==> src/sv/svcm_pkg.sv <==
// Shared types and constants for the servo speed calibration map.
// Field widths, serial unit sizes, item kind codes and the sequencer state type.
// No dependencies.
`default_nettype none

package svcm_pkg;

   localparam int KIND_W  = 2;
   localparam int IDX_W   = 4;
   localparam int SPD_W   = 16;
   localparam int OFS_W   = 9;
   localparam int GAIN_W  = 16;
   localparam int PULSE_W = 11;

   localparam int GAIN_FRAC = 8;
   localparam int MAG_W     = 10;
   localparam int SUM_W     = 13;

   localparam int MUL_A_W = 9;
   localparam int MUL_B_W = 16;
   localparam int MUL_P_W = MUL_A_W + MUL_B_W;

   localparam int DIV_Q_W = 10;
   localparam int DIV_D_W = 16;
   localparam int DIV_N_W = MUL_P_W;

   localparam int DEF_ENTRIES   = 11;
   localparam int DEF_CENTER_US = 1500;
   localparam int DEF_LIMIT_US  = 200;

   localparam logic [GAIN_W-1:0] GAIN_RESET = 16'd256;

   localparam logic [KIND_W-1:0] KIND_LOAD   = 2'd0;
   localparam logic [KIND_W-1:0] KIND_SPEED  = 2'd1;
   localparam logic [KIND_W-1:0] KIND_DIRECT = 2'd2;

   typedef enum logic [2:0] {
      ST_IDLE,
      ST_SEARCH,
      ST_INTERP_GO,
      ST_INTERP_MUL,
      ST_INTERP_DIV,
      ST_SCALE_GO,
      ST_SCALE_MUL
   } state_type;

endpackage

`default_nettype wire

==> src/sv/svcm_table.sv <==
// Calibration table memory: one write port, one registered read port.
// Each word holds an entry's speed and pulse offset. Uses svcm_pkg.
`default_nettype none

module svcm_table #(
   parameter  int ENTRIES = svcm_pkg::DEF_ENTRIES,
   localparam int AW      = $clog2(ENTRIES)
) (
   input  logic                       clock,
   input  logic                       wr_en,
   input  logic [AW-1:0]              wr_addr,
   input  logic [svcm_pkg::SPD_W-1:0] wr_speed,
   input  logic [svcm_pkg::OFS_W-1:0] wr_offset,
   input  logic [AW-1:0]              rd_addr,
   output logic [svcm_pkg::SPD_W-1:0] rd_speed,
   output logic [svcm_pkg::OFS_W-1:0] rd_offset
);
   import svcm_pkg::*;

   logic [SPD_W+OFS_W-1:0] mem [ENTRIES];
   logic [SPD_W+OFS_W-1:0] rd_ff;

   always_ff @(posedge clock) begin
      if (wr_en) begin
         mem[wr_addr] <= {wr_speed, wr_offset};
      end
      rd_ff <= mem[rd_addr];
   end

   assign rd_speed  = rd_ff[SPD_W+OFS_W-1:OFS_W];
   assign rd_offset = rd_ff[OFS_W-1:0];

endmodule

`default_nettype wire

==> src/sv/svcm_mul.sv <==
// Bit-serial unsigned multiplier: one bit of the short operand per cycle, MSB first.
// Shared by interpolation and gain scaling. Uses svcm_pkg.
`default_nettype none

module svcm_mul (
   input  logic                         clock,
   input  logic                         reset,
   input  logic                         start,
   input  logic [svcm_pkg::MUL_A_W-1:0] a,
   input  logic [svcm_pkg::MUL_B_W-1:0] b,
   output logic [svcm_pkg::MUL_P_W-1:0] prod,
   output logic                         done
);
   import svcm_pkg::*;

   localparam int CW = $clog2(MUL_A_W + 1);

   logic [MUL_A_W-1:0] a_ff, a_in;
   logic [MUL_B_W-1:0] b_ff, b_in;
   logic [MUL_P_W-1:0] acc_ff, acc_in;
   logic [CW-1:0]      cnt_ff, cnt_in;
   logic               run_ff, run_in;
   logic               done_ff, done_in;

   always_comb begin
      a_in    = a_ff;
      b_in    = b_ff;
      acc_in  = acc_ff;
      cnt_in  = cnt_ff;
      run_in  = run_ff;
      done_in = 1'b0;
      if (start) begin
         a_in   = a;
         b_in   = b;
         acc_in = '0;
         cnt_in = CW'(MUL_A_W);
         run_in = 1'b1;
      end else if (run_ff) begin
         acc_in = {acc_ff[MUL_P_W-2:0], 1'b0}
                + (a_ff[MUL_A_W-1] ? {{MUL_A_W{1'b0}}, b_ff} : {MUL_P_W{1'b0}});
         a_in   = {a_ff[MUL_A_W-2:0], 1'b0};
         cnt_in = cnt_ff - 1'b1;
         if (cnt_ff == CW'(1)) begin
            run_in  = 1'b0;
            done_in = 1'b1;
         end
      end
   end

   always_ff @(posedge clock) begin
      if (reset) begin
         cnt_ff  <= '0;
         run_ff  <= 1'b0;
         done_ff <= 1'b0;
      end else begin
         cnt_ff  <= cnt_in;
         run_ff  <= run_in;
         done_ff <= done_in;
      end
   end

   always_ff @(posedge clock) begin
      a_ff   <= a_in;
      b_ff   <= b_in;
      acc_ff <= acc_in;
   end

   assign prod = acc_ff;
   assign done = done_ff;

endmodule

`default_nettype wire

==> src/sv/svcm_div.sv <==
// Restoring serial divider: one quotient bit per cycle.
// The caller guarantees the quotient fits DIV_Q_W bits. Uses svcm_pkg.
`default_nettype none

module svcm_div (
   input  logic                         clock,
   input  logic                         reset,
   input  logic                         start,
   input  logic [svcm_pkg::DIV_N_W-1:0] num,
   input  logic [svcm_pkg::DIV_D_W-1:0] den,
   output logic [svcm_pkg::DIV_Q_W-1:0] quo,
   output logic                         done
);
   import svcm_pkg::*;

   localparam int CW = $clog2(DIV_Q_W + 1);

   logic [DIV_D_W-1:0] rem_ff, rem_in;
   logic [DIV_D_W-1:0] den_ff, den_in;
   logic [DIV_Q_W-1:0] q_ff, q_in;
   logic [CW-1:0]      cnt_ff, cnt_in;
   logic               run_ff, run_in;
   logic               done_ff, done_in;
   logic [DIV_D_W:0]   shifted;
   logic [DIV_D_W:0]   diff;
   logic               ge;

   assign shifted = {rem_ff, q_ff[DIV_Q_W-1]};
   assign diff    = shifted - {1'b0, den_ff};
   assign ge      = shifted >= {1'b0, den_ff};

   always_comb begin
      rem_in  = rem_ff;
      den_in  = den_ff;
      q_in    = q_ff;
      cnt_in  = cnt_ff;
      run_in  = run_ff;
      done_in = 1'b0;
      if (start) begin
         rem_in = DIV_D_W'(num[DIV_N_W-1:DIV_Q_W]);
         q_in   = num[DIV_Q_W-1:0];
         den_in = den;
         cnt_in = CW'(DIV_Q_W);
         run_in = 1'b1;
      end else if (run_ff) begin
         rem_in = ge ? diff[DIV_D_W-1:0] : shifted[DIV_D_W-1:0];
         q_in   = {q_ff[DIV_Q_W-2:0], ge};
         cnt_in = cnt_ff - 1'b1;
         if (cnt_ff == CW'(1)) begin
            run_in  = 1'b0;
            done_in = 1'b1;
         end
      end
   end

   always_ff @(posedge clock) begin
      if (reset) begin
         cnt_ff  <= '0;
         run_ff  <= 1'b0;
         done_ff <= 1'b0;
      end else begin
         cnt_ff  <= cnt_in;
         run_ff  <= run_in;
         done_ff <= done_in;
      end
   end

   always_ff @(posedge clock) begin
      rem_ff <= rem_in;
      den_ff <= den_in;
      q_ff   <= q_in;
   end

   assign quo  = q_ff;
   assign done = done_ff;

endmodule

`default_nettype wire

==> src/sv/servo_speed_calibration_map_unit.sv <==
// Servo speed calibration map: sequencer, search and scaling datapath.
// Instantiates svcm_table, svcm_mul and svcm_div; uses svcm_pkg.
//
// Command channel: a word is taken when start is high and busy is low.
// Load words write one table entry in that cycle if the index is below
// ENTRIES and give no result; busy stays low, so a load may follow every
// cycle. Speed and direct words raise busy and give one result word on
// rsp_pulse_us / rsp_clamped, shown for one cycle with rsp_strobe. busy is
// low again in that strobe cycle. A direct word goes straight to the serial
// multiply by the gain. A speed word scans the table one entry per cycle
// through the memory read port until an entry's speed exceeds the request
// or the last entry is read; at either end it takes that entry's offset, else
// it interpolates (serial multiply, serial divide) and then does the serial
// multiply by the gain. The gain register is written through csr_wr_en /
// csr_wr_data; the user must write it only while idle; the block does not
// enforce this. Reset clears the sequencer, sets the gain to 1.0 and the
// current offset to zero; table contents are unknown until loaded. The
// receiver cannot stall: each result is valid only in its strobe cycle.
`default_nettype none

module servo_speed_calibration_map_unit #(
   parameter int ENTRIES   = svcm_pkg::DEF_ENTRIES,
   parameter int CENTER_US = svcm_pkg::DEF_CENTER_US,
   parameter int LIMIT_US  = svcm_pkg::DEF_LIMIT_US
) (
   input  logic                         clock,
   input  logic                         reset,
   input  logic                         start,
   output logic                         busy,
   input  logic [svcm_pkg::KIND_W-1:0]  req_kind,
   input  logic [svcm_pkg::IDX_W-1:0]   req_entry_index,
   input  logic [svcm_pkg::SPD_W-1:0]   req_table_speed,
   input  logic [svcm_pkg::OFS_W-1:0]   req_table_offset,
   input  logic [svcm_pkg::SPD_W-1:0]   req_speed_request,
   input  logic [svcm_pkg::OFS_W-1:0]   req_direct_offset,
   output logic                         rsp_strobe,
   output logic [svcm_pkg::PULSE_W-1:0] rsp_pulse_us,
   output logic                         rsp_clamped,
   input  logic                         csr_wr_en,
   input  logic [svcm_pkg::GAIN_W-1:0]  csr_wr_data
);
   import svcm_pkg::*;

   localparam int AW = $clog2(ENTRIES);
   localparam logic OUT_FITS = (CENTER_US + LIMIT_US) < (2 ** PULSE_W);

   state_type state_ff, state_in;

   logic [GAIN_W-1:0]  gain_ff;
   logic [SPD_W-1:0]   req_ff;
   logic [AW-1:0]      addr_ff, addr_in;
   logic [SPD_W-1:0]   prev_spd_ff;
   logic [OFS_W-1:0]   prev_ofs_ff;
   logic [OFS_W-1:0]   o0_ff;
   logic               dneg_ff;
   logic [MUL_A_W-1:0] dmag_ff;
   logic [MUL_B_W-1:0] r_ff;
   logic [DIV_D_W-1:0] den_ff;
   logic [OFS_W-1:0]   ofs_ff, ofs_in;
   logic               rsp_strobe_ff, rsp_strobe_in;
   logic [PULSE_W-1:0] rsp_pulse_ff;
   logic               rsp_clamped_ff;

   logic accept;
   logic tbl_we;
   logic ld_req, ld_prev, ld_interp, ld_ofs, ld_rsp;
   logic mul_start, div_start;
   logic mul_done, div_done;

   logic [SPD_W-1:0]   rd_speed;
   logic [OFS_W-1:0]   rd_offset;
   logic               hit, first, last;
   logic [SPD_W:0]     r_full, den_full;
   logic [OFS_W:0]     d_full, d_abs;
   logic [OFS_W-1:0]   omag;
   logic [GAIN_W-1:0]  gmag;
   logic [MUL_A_W-1:0] mul_a;
   logic [MUL_B_W-1:0] mul_b;
   logic [MUL_P_W-1:0] mul_prod;
   logic [DIV_Q_W-1:0] div_q;
   logic [DIV_Q_W-1:0] q_signed;
   logic [OFS_W:0]     interp_sum;
   logic [MUL_P_W-GAIN_FRAC-1:0] smag;
   logic               sat, sneg;
   logic [MAG_W-1:0]   cmag;
   logic [SUM_W-1:0]   scaled, pulse_sum;

   assign accept = start && !busy;

   svcm_table #(.ENTRIES(ENTRIES)) u_table (
      .clock     (clock),
      .wr_en     (tbl_we),
      .wr_addr   (AW'(req_entry_index)),
      .wr_speed  (req_table_speed),
      .wr_offset (req_table_offset),
      .rd_addr   (addr_in),
      .rd_speed  (rd_speed),
      .rd_offset (rd_offset)
   );

   svcm_mul u_mul (
      .clock (clock),
      .reset (reset),
      .start (mul_start),
      .a     (mul_a),
      .b     (mul_b),
      .prod  (mul_prod),
      .done  (mul_done)
   );

   svcm_div u_div (
      .clock (clock),
      .reset (reset),
      .start (div_start),
      .num   (mul_prod),
      .den   (den_ff),
      .quo   (div_q),
      .done  (div_done)
   );

   // search compare and neighbor differences
   assign hit      = $signed(req_ff) < $signed(rd_speed);
   assign first    = addr_ff == '0;
   assign last     = addr_ff == AW'(ENTRIES - 1);
   assign r_full   = {req_ff[SPD_W-1], req_ff} - {prev_spd_ff[SPD_W-1], prev_spd_ff};
   assign den_full = {rd_speed[SPD_W-1], rd_speed} - {prev_spd_ff[SPD_W-1], prev_spd_ff};
   assign d_full   = {rd_offset[OFS_W-1], rd_offset} - {prev_ofs_ff[OFS_W-1], prev_ofs_ff};
   assign d_abs    = d_full[OFS_W] ? -d_full : d_full;

   // operand magnitudes for the shared multiplier
   assign omag  = ofs_ff[OFS_W-1] ? -ofs_ff : ofs_ff;
   assign gmag  = gain_ff[GAIN_W-1] ? -gain_ff : gain_ff;
   assign mul_a = (state_ff == ST_INTERP_GO) ? dmag_ff : omag;
   assign mul_b = (state_ff == ST_INTERP_GO) ? r_ff : gmag;

   assign q_signed   = dneg_ff ? -div_q : div_q;
   assign interp_sum = {o0_ff[OFS_W-1], o0_ff} + q_signed;

   // truncate toward zero, saturate, recenter
   assign smag      = mul_prod[MUL_P_W-1:GAIN_FRAC];
   assign sat       = smag > (MUL_P_W-GAIN_FRAC)'(LIMIT_US);
   assign cmag      = sat ? MAG_W'(LIMIT_US) : smag[MAG_W-1:0];
   assign sneg      = gain_ff[GAIN_W-1] ^ ofs_ff[OFS_W-1];
   assign scaled    = sneg ? -{{(SUM_W-MAG_W){1'b0}}, cmag} : {{(SUM_W-MAG_W){1'b0}}, cmag};
   assign pulse_sum = SUM_W'(CENTER_US) + scaled;

   always_comb begin
      state_in = state_ff;
      unique case (state_ff)
         ST_IDLE: begin
            if (accept && req_kind == KIND_SPEED) begin
               state_in = ST_SEARCH;
            end else if (accept && req_kind == KIND_DIRECT) begin
               state_in = ST_SCALE_GO;
            end
         end
         ST_SEARCH: begin
            if (hit) begin
               state_in = first ? ST_SCALE_GO : ST_INTERP_GO;
            end else if (last) begin
               state_in = ST_SCALE_GO;
            end
         end
         ST_INTERP_GO:  state_in = ST_INTERP_MUL;
         ST_INTERP_MUL: if (mul_done) state_in = ST_INTERP_DIV;
         ST_INTERP_DIV: if (div_done) state_in = ST_SCALE_GO;
         ST_SCALE_GO:   state_in = ST_SCALE_MUL;
         ST_SCALE_MUL:  if (mul_done) state_in = ST_IDLE;
         default:       state_in = ST_IDLE;
      endcase
   end

   always_comb begin
      busy          = 1'b1;
      tbl_we        = 1'b0;
      ld_req        = 1'b0;
      ld_prev       = 1'b0;
      ld_interp     = 1'b0;
      ld_ofs        = 1'b0;
      ld_rsp        = 1'b0;
      mul_start     = 1'b0;
      div_start     = 1'b0;
      rsp_strobe_in = 1'b0;
      addr_in       = addr_ff;
      ofs_in        = ofs_ff;
      unique case (state_ff)
         ST_IDLE: begin
            busy    = 1'b0;
            addr_in = '0;
            if (accept) begin
               tbl_we = (req_kind == KIND_LOAD)
                      && ({1'b0, req_entry_index} < (IDX_W+1)'(ENTRIES));
               ld_req = req_kind == KIND_SPEED;
               if (req_kind == KIND_DIRECT) begin
                  ld_ofs = 1'b1;
                  ofs_in = req_direct_offset;
               end
            end
         end
         ST_SEARCH: begin
            if (hit && !first) begin
               ld_interp = 1'b1;
            end else if (hit || last) begin
               ld_ofs = 1'b1;
               ofs_in = rd_offset;
            end else begin
               ld_prev = 1'b1;
               addr_in = addr_ff + 1'b1;
            end
         end
         ST_INTERP_GO:  mul_start = 1'b1;
         ST_INTERP_MUL: div_start = mul_done;
         ST_INTERP_DIV: begin
            if (div_done) begin
               ld_ofs = 1'b1;
               ofs_in = interp_sum[OFS_W-1:0];
            end
         end
         ST_SCALE_GO:   mul_start = 1'b1;
         ST_SCALE_MUL: begin
            ld_rsp        = mul_done;
            rsp_strobe_in = mul_done;
         end
         default: begin
            busy = 1'b1;
         end
      endcase
   end

   always_ff @(posedge clock) begin
      if (reset) begin
         state_ff      <= ST_IDLE;
         gain_ff       <= GAIN_RESET;
         ofs_ff        <= '0;
         addr_ff       <= '0;
         rsp_strobe_ff <= 1'b0;
      end else begin
         state_ff      <= state_in;
         addr_ff       <= addr_in;
         rsp_strobe_ff <= rsp_strobe_in;
         if (csr_wr_en) begin
            gain_ff <= csr_wr_data;
         end
         if (ld_ofs) begin
            ofs_ff <= ofs_in;
         end
      end
   end

   always_ff @(posedge clock) begin
      if (ld_req) begin
         req_ff <= req_speed_request;
      end
      if (ld_prev) begin
         prev_spd_ff <= rd_speed;
         prev_ofs_ff <= rd_offset;
      end
      if (ld_interp) begin
         o0_ff   <= prev_ofs_ff;
         dneg_ff <= d_full[OFS_W];
         dmag_ff <= d_abs[MUL_A_W-1:0];
         r_ff    <= r_full[MUL_B_W-1:0];
         den_ff  <= den_full[DIV_D_W-1:0];
      end
      if (ld_rsp) begin
         rsp_pulse_ff   <= pulse_sum[PULSE_W-1:0];
         rsp_clamped_ff <= sat;
      end
   end

   assign rsp_strobe   = rsp_strobe_ff;
   assign rsp_pulse_us = rsp_pulse_ff;
   assign rsp_clamped  = rsp_clamped_ff;

   a_pulse_in_range: assert property (@(posedge clock) disable iff (reset)
      rsp_strobe && OUT_FITS |->
         (rsp_pulse_us >= PULSE_W'(CENTER_US - LIMIT_US))
         && (rsp_pulse_us <= PULSE_W'(CENTER_US + LIMIT_US)))
      else $error("pulse width outside the limit band");

   a_clamp_at_edge: assert property (@(posedge clock) disable iff (reset)
      rsp_strobe && rsp_clamped && OUT_FITS |->
         (rsp_pulse_us == PULSE_W'(CENTER_US + LIMIT_US))
         || (rsp_pulse_us == PULSE_W'(CENTER_US - LIMIT_US)))
      else $error("clamped result not at the limit");

   a_idle_after_result: assert property (@(posedge clock) disable iff (reset)
      $fell(busy) && !$past(reset) |-> rsp_strobe)
      else $error("busy dropped without a result word");

   a_result_word_busy: assert property (@(posedge clock) disable iff (reset)
      start && !busy && (req_kind == KIND_SPEED || req_kind == KIND_DIRECT) |=> busy)
      else $error("result-producing word did not raise busy");

endmodule

`default_nettype wire
==> config.mk <==
export PLATFORM = sky130hd
export DESIGN_NAME = servo_speed_calibration_map_unit
export DESIGN_NICKNAME = d
export VERILOG_FILES = /design/src/sv/svcm_pkg.sv /design/src/sv/svcm_table.sv /design/src/sv/svcm_mul.sv /design/src/sv/svcm_div.sv /design/src/sv/servo_speed_calibration_map_unit.sv
export SDC_FILE = /design/constraint.sdc
export NUM_CORES = 1
export LEC_CHECK = 0
export ABC_AREA = 0
export BUFFER_PORTS_ARGS = -buffer_cell sky130_fd_sc_hd__buf_2
export CORE_MARGIN = 4
export CORE_UTILIZATION = 28
export CTS_CLUSTER_SIZE = 12
export DETAILED_ROUTE_END_ITERATION = 10
export HOLD_SLACK_MARGIN = 0.1
export PLACE_DENSITY_LB_ADDON = 0.3
export SETUP_SLACK_MARGIN = 0.1
export SLEW_MARGIN = 15
export SYNTH_ARGS = -nofsm -noshare
export SYNTH_HDL_FRONTEND = slang
export SYNTH_SLANG_ARGS = --single-unit
==> constraint.sdc <==
create_clock -name clock -period 4.27 [get_ports clock]
set_input_delay 0.2135 -clock clock [delete_from_list [all_inputs] [get_ports clock]]
set_output_delay 0.2135 -clock clock [all_outputs]
set_load 0.01 [all_outputs]
* After elaboration in Yosys (flattened, before gate mapping) *
Memory sizes are Yosys's and may differ from the RTL's. A register that Yosys moved wholly into a read port is not among the register bits.
Index checks and enable logic that the tools add are counted.

storage, ports and cells
  flip-flop bits (word level) = 241
  bits in latches = 0
  memory bits (writable) = 275
  bits in read-only memories = 0
  input bits = 76
  output and inout port bits = 14
  word-level logic and storage cells = 160
  memories = 1

memory list
  memory       depth  width  read ports  clocked after Yosys merged registers in  wr ports  line              source
  u_table.mem  11     25     1           1                                        1         svcm_table.sv:20  logic [SPD_W+OFS_W-1:0] mem [ENTRIES];

cells by class
  add/sub/neg operators = 15
  multipliers = 0
  divide/modulo/power cells = 0
  $lt $le $gt $ge = 4
  equality and inequality tests = 20
  shift-type cells = 0
  mux-type cells = 67
  bitwise gates (word level) = 3
  reduce and logical (&&, ||, !) cells = 20

operators by type and width
  kind                                                                              number
  9-bit 2-to-1 mux                                                                  11
  16-bit 2-to-1 mux                                                                 4
  16-bit subtractor                                                                 3
  10-bit 2-to-1 mux                                                                 3
  15-bit 2-to-1 mux                                                                 2
  1-bit 2-to-1 mux                                                                  28
  9-bit negator                                                                     3
  9-bit one-hot mux with 3 select lines                                             1
  25-bit adder                                                                      1
  3-bit 2-to-1 mux                                                                  8
  4-bit 2-to-1 mux                                                                  6
  3-bit one-hot mux with 7 select lines                                             1
  17-bit by 16-bit >= comparator with 1-bit output                                  1
  17-bit by 8-bit greater-than comparator with 1-bit output, second input constant  1
  16-bit < comparator                                                               1
  16-bit negator                                                                    1
  11-bit adder, first input constant                                                1
  11-bit 2-to-1 mux                                                                 1
  10-bit negator with 11-bit output                                                 1
  9-bit by 9-bit subtractor with 10-bit output                                      1
  9-bit adder                                                                       1
  3-bit == test, second input constant                                              3
  4-bit by 1-bit == test with 1-bit output, second input constant                   2
  2-bit by 1-bit != test with 1-bit output, second input constant                   4
  27 further kinds                                                                  40

* Longest topological paths before layout *
  depth in word-level cells = 6
  mapped depth = 16
  gate-level depth less buffers = 16

* Hierarchy *
From an unflattened synthesis, not the netlist that was laid out.

second synthesis, totals
  cells, all modules = 2071
  area, all modules = 26374.0 µm²

by module, submodules not included
  module                            times used  cells an instance  area an instance (µm²)  seq. area each (µm²)
  svcm_table                        1           607                11713.7                 8758.4
  servo_speed_calibration_map_unit  1           883                8719.6                  3783.6
  svcm_mul                          1           304                3060.4                  1371.3
  svcm_div                          1           277                2880.3                  1371.3

* Worst setup path before layout *
No wires, ideal clock.

  kind = reg2reg
  from = reg state_ff[1]
  to = mem u_table.mem[4][0] (netlist name), enable pin
  library setup time = 0.439 ns
  arrival time = 3.788 ns
  data required time = 3.831 ns
  slack = 0.043 ns
  cell stages (with the launch flop) = 7
  path buffers = 1
  period minus slack after synthesis = 4.227 ns
  cells stage by stage = dfxtp_1 clkbuf_1 nor3_1 inv_2 or4b_2 or3b_2 nor3_1

between the ends
  longest elaborated chain between the ends = 6

ends and longest elaborated chain
  what                                        line                                     source
  from (decl)                                 servo_speed_calibration_map_unit.sv:47   state_type state_ff, state_in;
  from (signal assigned)                      servo_speed_calibration_map_unit.sv:238  state_ff <= state_in;
  3-bit zero test (*)                         servo_speed_calibration_map_unit.sv:186  unique case (state_ff)
  1-bit logical AND                           servo_speed_calibration_map_unit.sv:88   assign accept = start && !busy;
  1-bit 2-to-1 mux                            servo_speed_calibration_map_unit.sv:190  if (accept) begin
  1-bit 2-to-1 mux (*)                        servo_speed_calibration_map_unit.sv:186
  1-bit 2-to-1 mux (*)                        svcm_table.sv:24                         if (wr_en) begin
  1-bit 2-to-1 mux (implied by the code) (*)  svcm_table.sv:25                         mem[wr_addr] <= {wr_speed, wr_offset};
  to (decl)                                   svcm_table.sv:20

Every way passes the cells marked *; elsewhere a longest branch is shown, timed or not.

* Worst setup path in the final report *
  from = reg u_table.rd_ff[22], read port of u_table.mem
  to = reg u_table.rd_ff[10], read port of u_table.mem

between the ends
  longest elaborated chain between the ends = 5
  elaborated cells on any way between the ends = 6
  classes of those cells = order compare (1); mux (3); reduce/logical (2)

ends and longest elaborated chain
  what                                       line                                     source
  from (decl)                                svcm_table.sv:21                         logic [SPD_W+OFS_W-1:0] rd_ff;
  16-bit < comparator (*)                    servo_speed_calibration_map_unit.sv:122  assign hit = $signed(req_ff) < $signed(rd_speed);
  1-bit logical OR                           servo_speed_calibration_map_unit.sv:203  end else if (hit || last) begin
  4-bit 2-to-1 mux                           servo_speed_calibration_map_unit.sv:203
  4-bit 2-to-1 mux (*)                       servo_speed_calibration_map_unit.sv:201  if (hit && !first) begin
  4-bit one-hot mux with 2 select lines (*)  servo_speed_calibration_map_unit.sv:186

Marked as above.
A chain may end at the register's enable or synchronous reset.

==> impl_metrics.env <==
export IMPL_combinationalPowerShare_pct=32.1
export IMPL_crit_path_top_delay_cell="mux4_2"
export IMPL_h_tree_depth=2
export IMPL_synth_area_leaders="edfxtp_1, dfxtp_1, ha_1"
export IMPL_clock_skew_ns=0.0752
export IMPL_worst_pin_slew_ns=1.02
export IMPL_die_area_um2=95900
export IMPL_grt_pass1_wl_um=96800
export IMPL_fin_nets=2420
export IMPL_end_kind="register"
export IMPL_synth_area_um2=25500
export IMPL_worstReg2RegEnd="u_table.rd_ff[10]"
export IMPL_ys_async_sr_fraction_pct=0
export IMPL_synth_top_cell_area_share_pct=52.5
export IMPL_synth_edf_count=445
export IMPL_synthFlopType="edfxtp_1"
export IMPL_place_gp_congestion=0.838
export IMPL_syn_to_final_growth_pct=18.9
export IMPL_cts_buffers=61
export IMPL_worstPathMaxFanout=47
export IMPL_routed_wirelength_um=62000
export IMPL_rows=110
export IMPL_dr_pass1_iters=5
export IMPL_utilization_pct=33.6
export IMPL_r2r_cells=13
export IMPL_seqPwrFrac_pct=38.7
export IMPL_clock_path_buffers=3
export IMPL_crit_chain="inv_1 -> ha_1 -> a211oi_1 -> nor2_1 -> a21oi_1 -> o21ai_2 -> mux2i_1 -> a311oi_4 -> buf_12 -> buf_12 -> mux4_2 -> nand3_1 -> nand3_1"
export IMPL_max_stage_delay_ns=0.54
export IMPL_powerDensity_nw_per_um2=611
export IMPL_drtIter0Drc=1015
export IMPL_hold_path_end="gain_ff[3]"
export IMPL_critical_path_class="reg -> reg"
export IMPL_routed_wl_met2_um=30900
export IMPL_synthCells=2046
export IMPL_top_layer_used="met5"
export IMPL_finalSetupViolations=0
export IMPL_grt_usage_pct=12.9
export IMPL_clock_sinks=541
export IMPL_rrSetupSlack_ns=0.54
export IMPL_post_cts_buffers=0
export IMPL_hold_violations=0
export IMPL_drive_above_1_share_pct=13.4
export IMPL_leakagePower_nw=11.2
export IMPL_slew_headroom_pct=31.9
export IMPL_holdBufCountCts=80
export IMPL_viasPerCell=4.66
export IMPL_syn_nets=2234
export IMPL_fin_setup_tns_ns=0
export IMPL_worstPathArrival_ns=4.21
export IMPL_intPower_mw=12.4
export IMPL_start_util_pct=28.3
export IMPL_wl_met3_um=2380
export IMPL_core_um2=90100
export IMPL_fp_dieH_um=310
export IMPL_ctsResizeCount=0
export IMPL_ys_warnings_count=0
export IMPL_place_hpwl_um=41400
export IMPL_clkLatencyLatePin_ns=0.67
export IMPL_switching_power_mw=6.14
export IMPL_fmax_ghz=0.268
export IMPL_sw_frac_of_total_pct=33.2
export IMPL_required_ns=4.74
export IMPL_hold_depth=3
export IMPL_irDropWorstVdd_mv=0.374
export IMPL_rsz0062_at_grt="false"
export IMPL_outcome="finished, final reports clean"
export IMPL_overflow=0
export IMPL_maxCapViolations=0
export IMPL_syn_avg_cell_area_um2=12.5
export IMPL_die_x_um=310
export IMPL_drc=0
export IMPL_min_from="csr_wr_en"
export IMPL_cts_root_buffer="clkbuf_16"
export IMPL_worstSetupStartpointType="register"
export IMPL_period_share_pct=87.5
export IMPL_routed_via_count=16100
export IMPL_cts_tree="built"
export IMPL_pwr_share_clk_pct=29.2
export IMPL_ios=90
export IMPL_ys_ff_latch=541
export IMPL_finalCriticalPeriod_ns=3.73
export IMPL_drv_slew=0
export IMPL_antenna_found_initial=6
export IMPL_grt_max_degree=75
export IMPL_yosysTopAreaCell="edfxtp_1"
export IMPL_drt_met1_wl_um=27100
export IMPL_ys_seq_area_share_pct=60.0
export IMPL_hold_path_class="in -> reg"
export IMPL_grt_pass1_vias=16600
export IMPL_clkSlewWorstSetupHoldPaths_ns=0.06
export IMPL_yosys_cell_types_count=80
export IMPL_io_buffer_count=89
export IMPL_r2r_start="u_table.rd_ff[22]"
export IMPL_antenna_left=0
export IMPL_post_drt_wl_per_cell_um=17.9
[logic make-up after synthesis]
kind of cell	after synthesis	synth area share, %
AOI/OAI and AO/OA	363	9.69
adders and majority gates	112	5.68
and+or+nand+nor	581	10.7
buffers and inverters	198	3.38
DFF	541	60.0
muxes	134	6.56
xor gates and xnor gates	117	4.02
[routing by layer]
layer	global-route usage [%]	vias to the layer above
li1	-	7937
met1	16.2	7840
met2	22.9	272
met3	2.14	92
met4	3.80	2
met5	0	-
[layout by cell type (no fill, tap or decap), types with 7 or more instances in the layout]
master / Yosys / routed
or3_1: 17 / 17
a221oi_1: 9 / 9
o21bai_1: 9 / 9
and2_1: 17 / 16
nand3_1: 71 / 71
a21oi_1: 105 / 104
nand2b_1: 17 / 17
ha_1: 106 / 106
inv_1: 115 / 114
nor4_1: 8 / 8
nor2_2: 1 / 10
dlygate4sd3_1: 0 / 80
clkinv_1: 1 / 12
o31ai_1: 10 / 10
clkinv_2: 0 / 14
a31oi_1: 7 / 7
nor2_1: 170 / 161
nor3_1: 33 / 29
nor2b_1: 29 / 29
dfxtp_1: 96 / 96
a21o_1: 19 / 19
mux2_2: 24 / 24
xnor2_1: 70 / 70
mux4_2: 23 / 23
buf_4: 9 / 29
edfxtp_1: 445 / 445
a211o_1: 32 / 32
clkbuf_16: 0 / 61
nand2_1: 171 / 171
xor2_1: 47 / 47
buf_2: 17 / 89
nand4_1: 7 / 7
o21ai_0: 73 / 73
clkbuf_1: 44 / 13
bufinv_16: 0 / 9
and3_1: 11 / 10
a211oi_1: 20 / 20
o2111ai_1: 26 / 26
mux2i_1: 86 / 86
[state kept, by name, summed over array words and instances (netlist names), 4 cells and up]
name / count
u_mul.b_ff: 16
addr_ff: 4
r_ff: 16
rsp_pulse_us: 11
ofs_ff: 9
gain_ff: 16
u_table.mem: 275
prev_spd_ff: 16
u_mul.a_ff: 9
u_div.quo: 10
prev_ofs_ff: 9
u_div.den_ff: 16
req_ff: 16
u_mul.prod: 25
u_mul.cnt_ff: 4
den_ff: 16
u_table.rd_ff: 25
dmag_ff: 9
o0_ff: 9
u_div.rem_ff: 16
u_div.cnt_ff: 4
[cell type report]
class	instances	area, um2
diodes	3	7.51
clock buffers	77	1620
clock inverters	39	492
multi-input cells	1307	9380
flip-flops and latches	541	15300
inverters	117	439
repair buffers	204	1580
well taps	1176	1470
fillers	8790	59900
[worst max-delay path, delay by kind of cell (launching register included)]
| family | cells | cell delay (ns) |
|---|---|---|
| simple gates | 3 | 0.30 |
| flops | 1 | 0.45 |
| mux | 2 | 0.71 |
| buf+inv | 3 | 0.69 |
| fa+ha+maj | 1 | 0.34 |
| compound gates | 4 | 1.02 |
[cells in the mapped netlist (19+ instances only)]
cell type  count
nor2_1       170
clkbuf_1      44
nand3_1       71
xnor2_1       70
nand2_1      171
mux2_2        24
edfxtp_1     445
mux2i_1       86
ha_1         106
dfxtp_1       96
a21oi_1      105
mux4_2        23
o2111ai_1     26
a21o_1        19
xor2_1        47
o21ai_0       73
a211o_1       32
nor2b_1       29
a211oi_1      20
inv_1        115
nor3_1        33
[how the worst max path moves through the flow]
stage / start / slack, ns / endpoint
after floorplan: req_ff[7] / 0.15 / state_ff[0]
after global placement: req_ff[2] / 0.59 / u_table.rd_ff[16]
after detailed placement: req_ff[2] / 0.52 / u_table.rd_ff[19]
after CTS: req_ff[2] / 0.49 / u_table.rd_ff[18]
after global routing: u_table.rd_ff[22] / 0.32 / u_table.rd_ff[15]
final: u_table.rd_ff[22] / 0.54 / u_table.rd_ff[10]
[per-stage QoR]
step           setup slack [ns]  hold slack [ns]  instance area (um2)  std cells  power [mW]
2_1_floorplan             0.148            0.312                25500       2046        11.6
3_3_place_gp              0.592            0.396                27400       3265        13.1
3_5_place_dp              0.518            0.393                27400       3265        13.2
4_1_cts                   0.486            0.106                30300       3461        18.7
5_1_grt                   0.317            0.171                30300       3462        19.7
6_report                  0.535            0.155                30300       3464        18.5
[power groups by stage]
stage          clock [mW]  sequential (mW)  combinational, mW
2_1_floorplan           0             6.94               4.68
3_3_place_gp            0             7.26               5.80
3_5_place_dp            0             7.28               5.90
4_1_cts              5.56             7.17               6.00
5_1_grt              5.82             7.25               6.65
6_report             5.40             7.17               5.94
No activity file was read; power rests on OpenSTA's default activity.
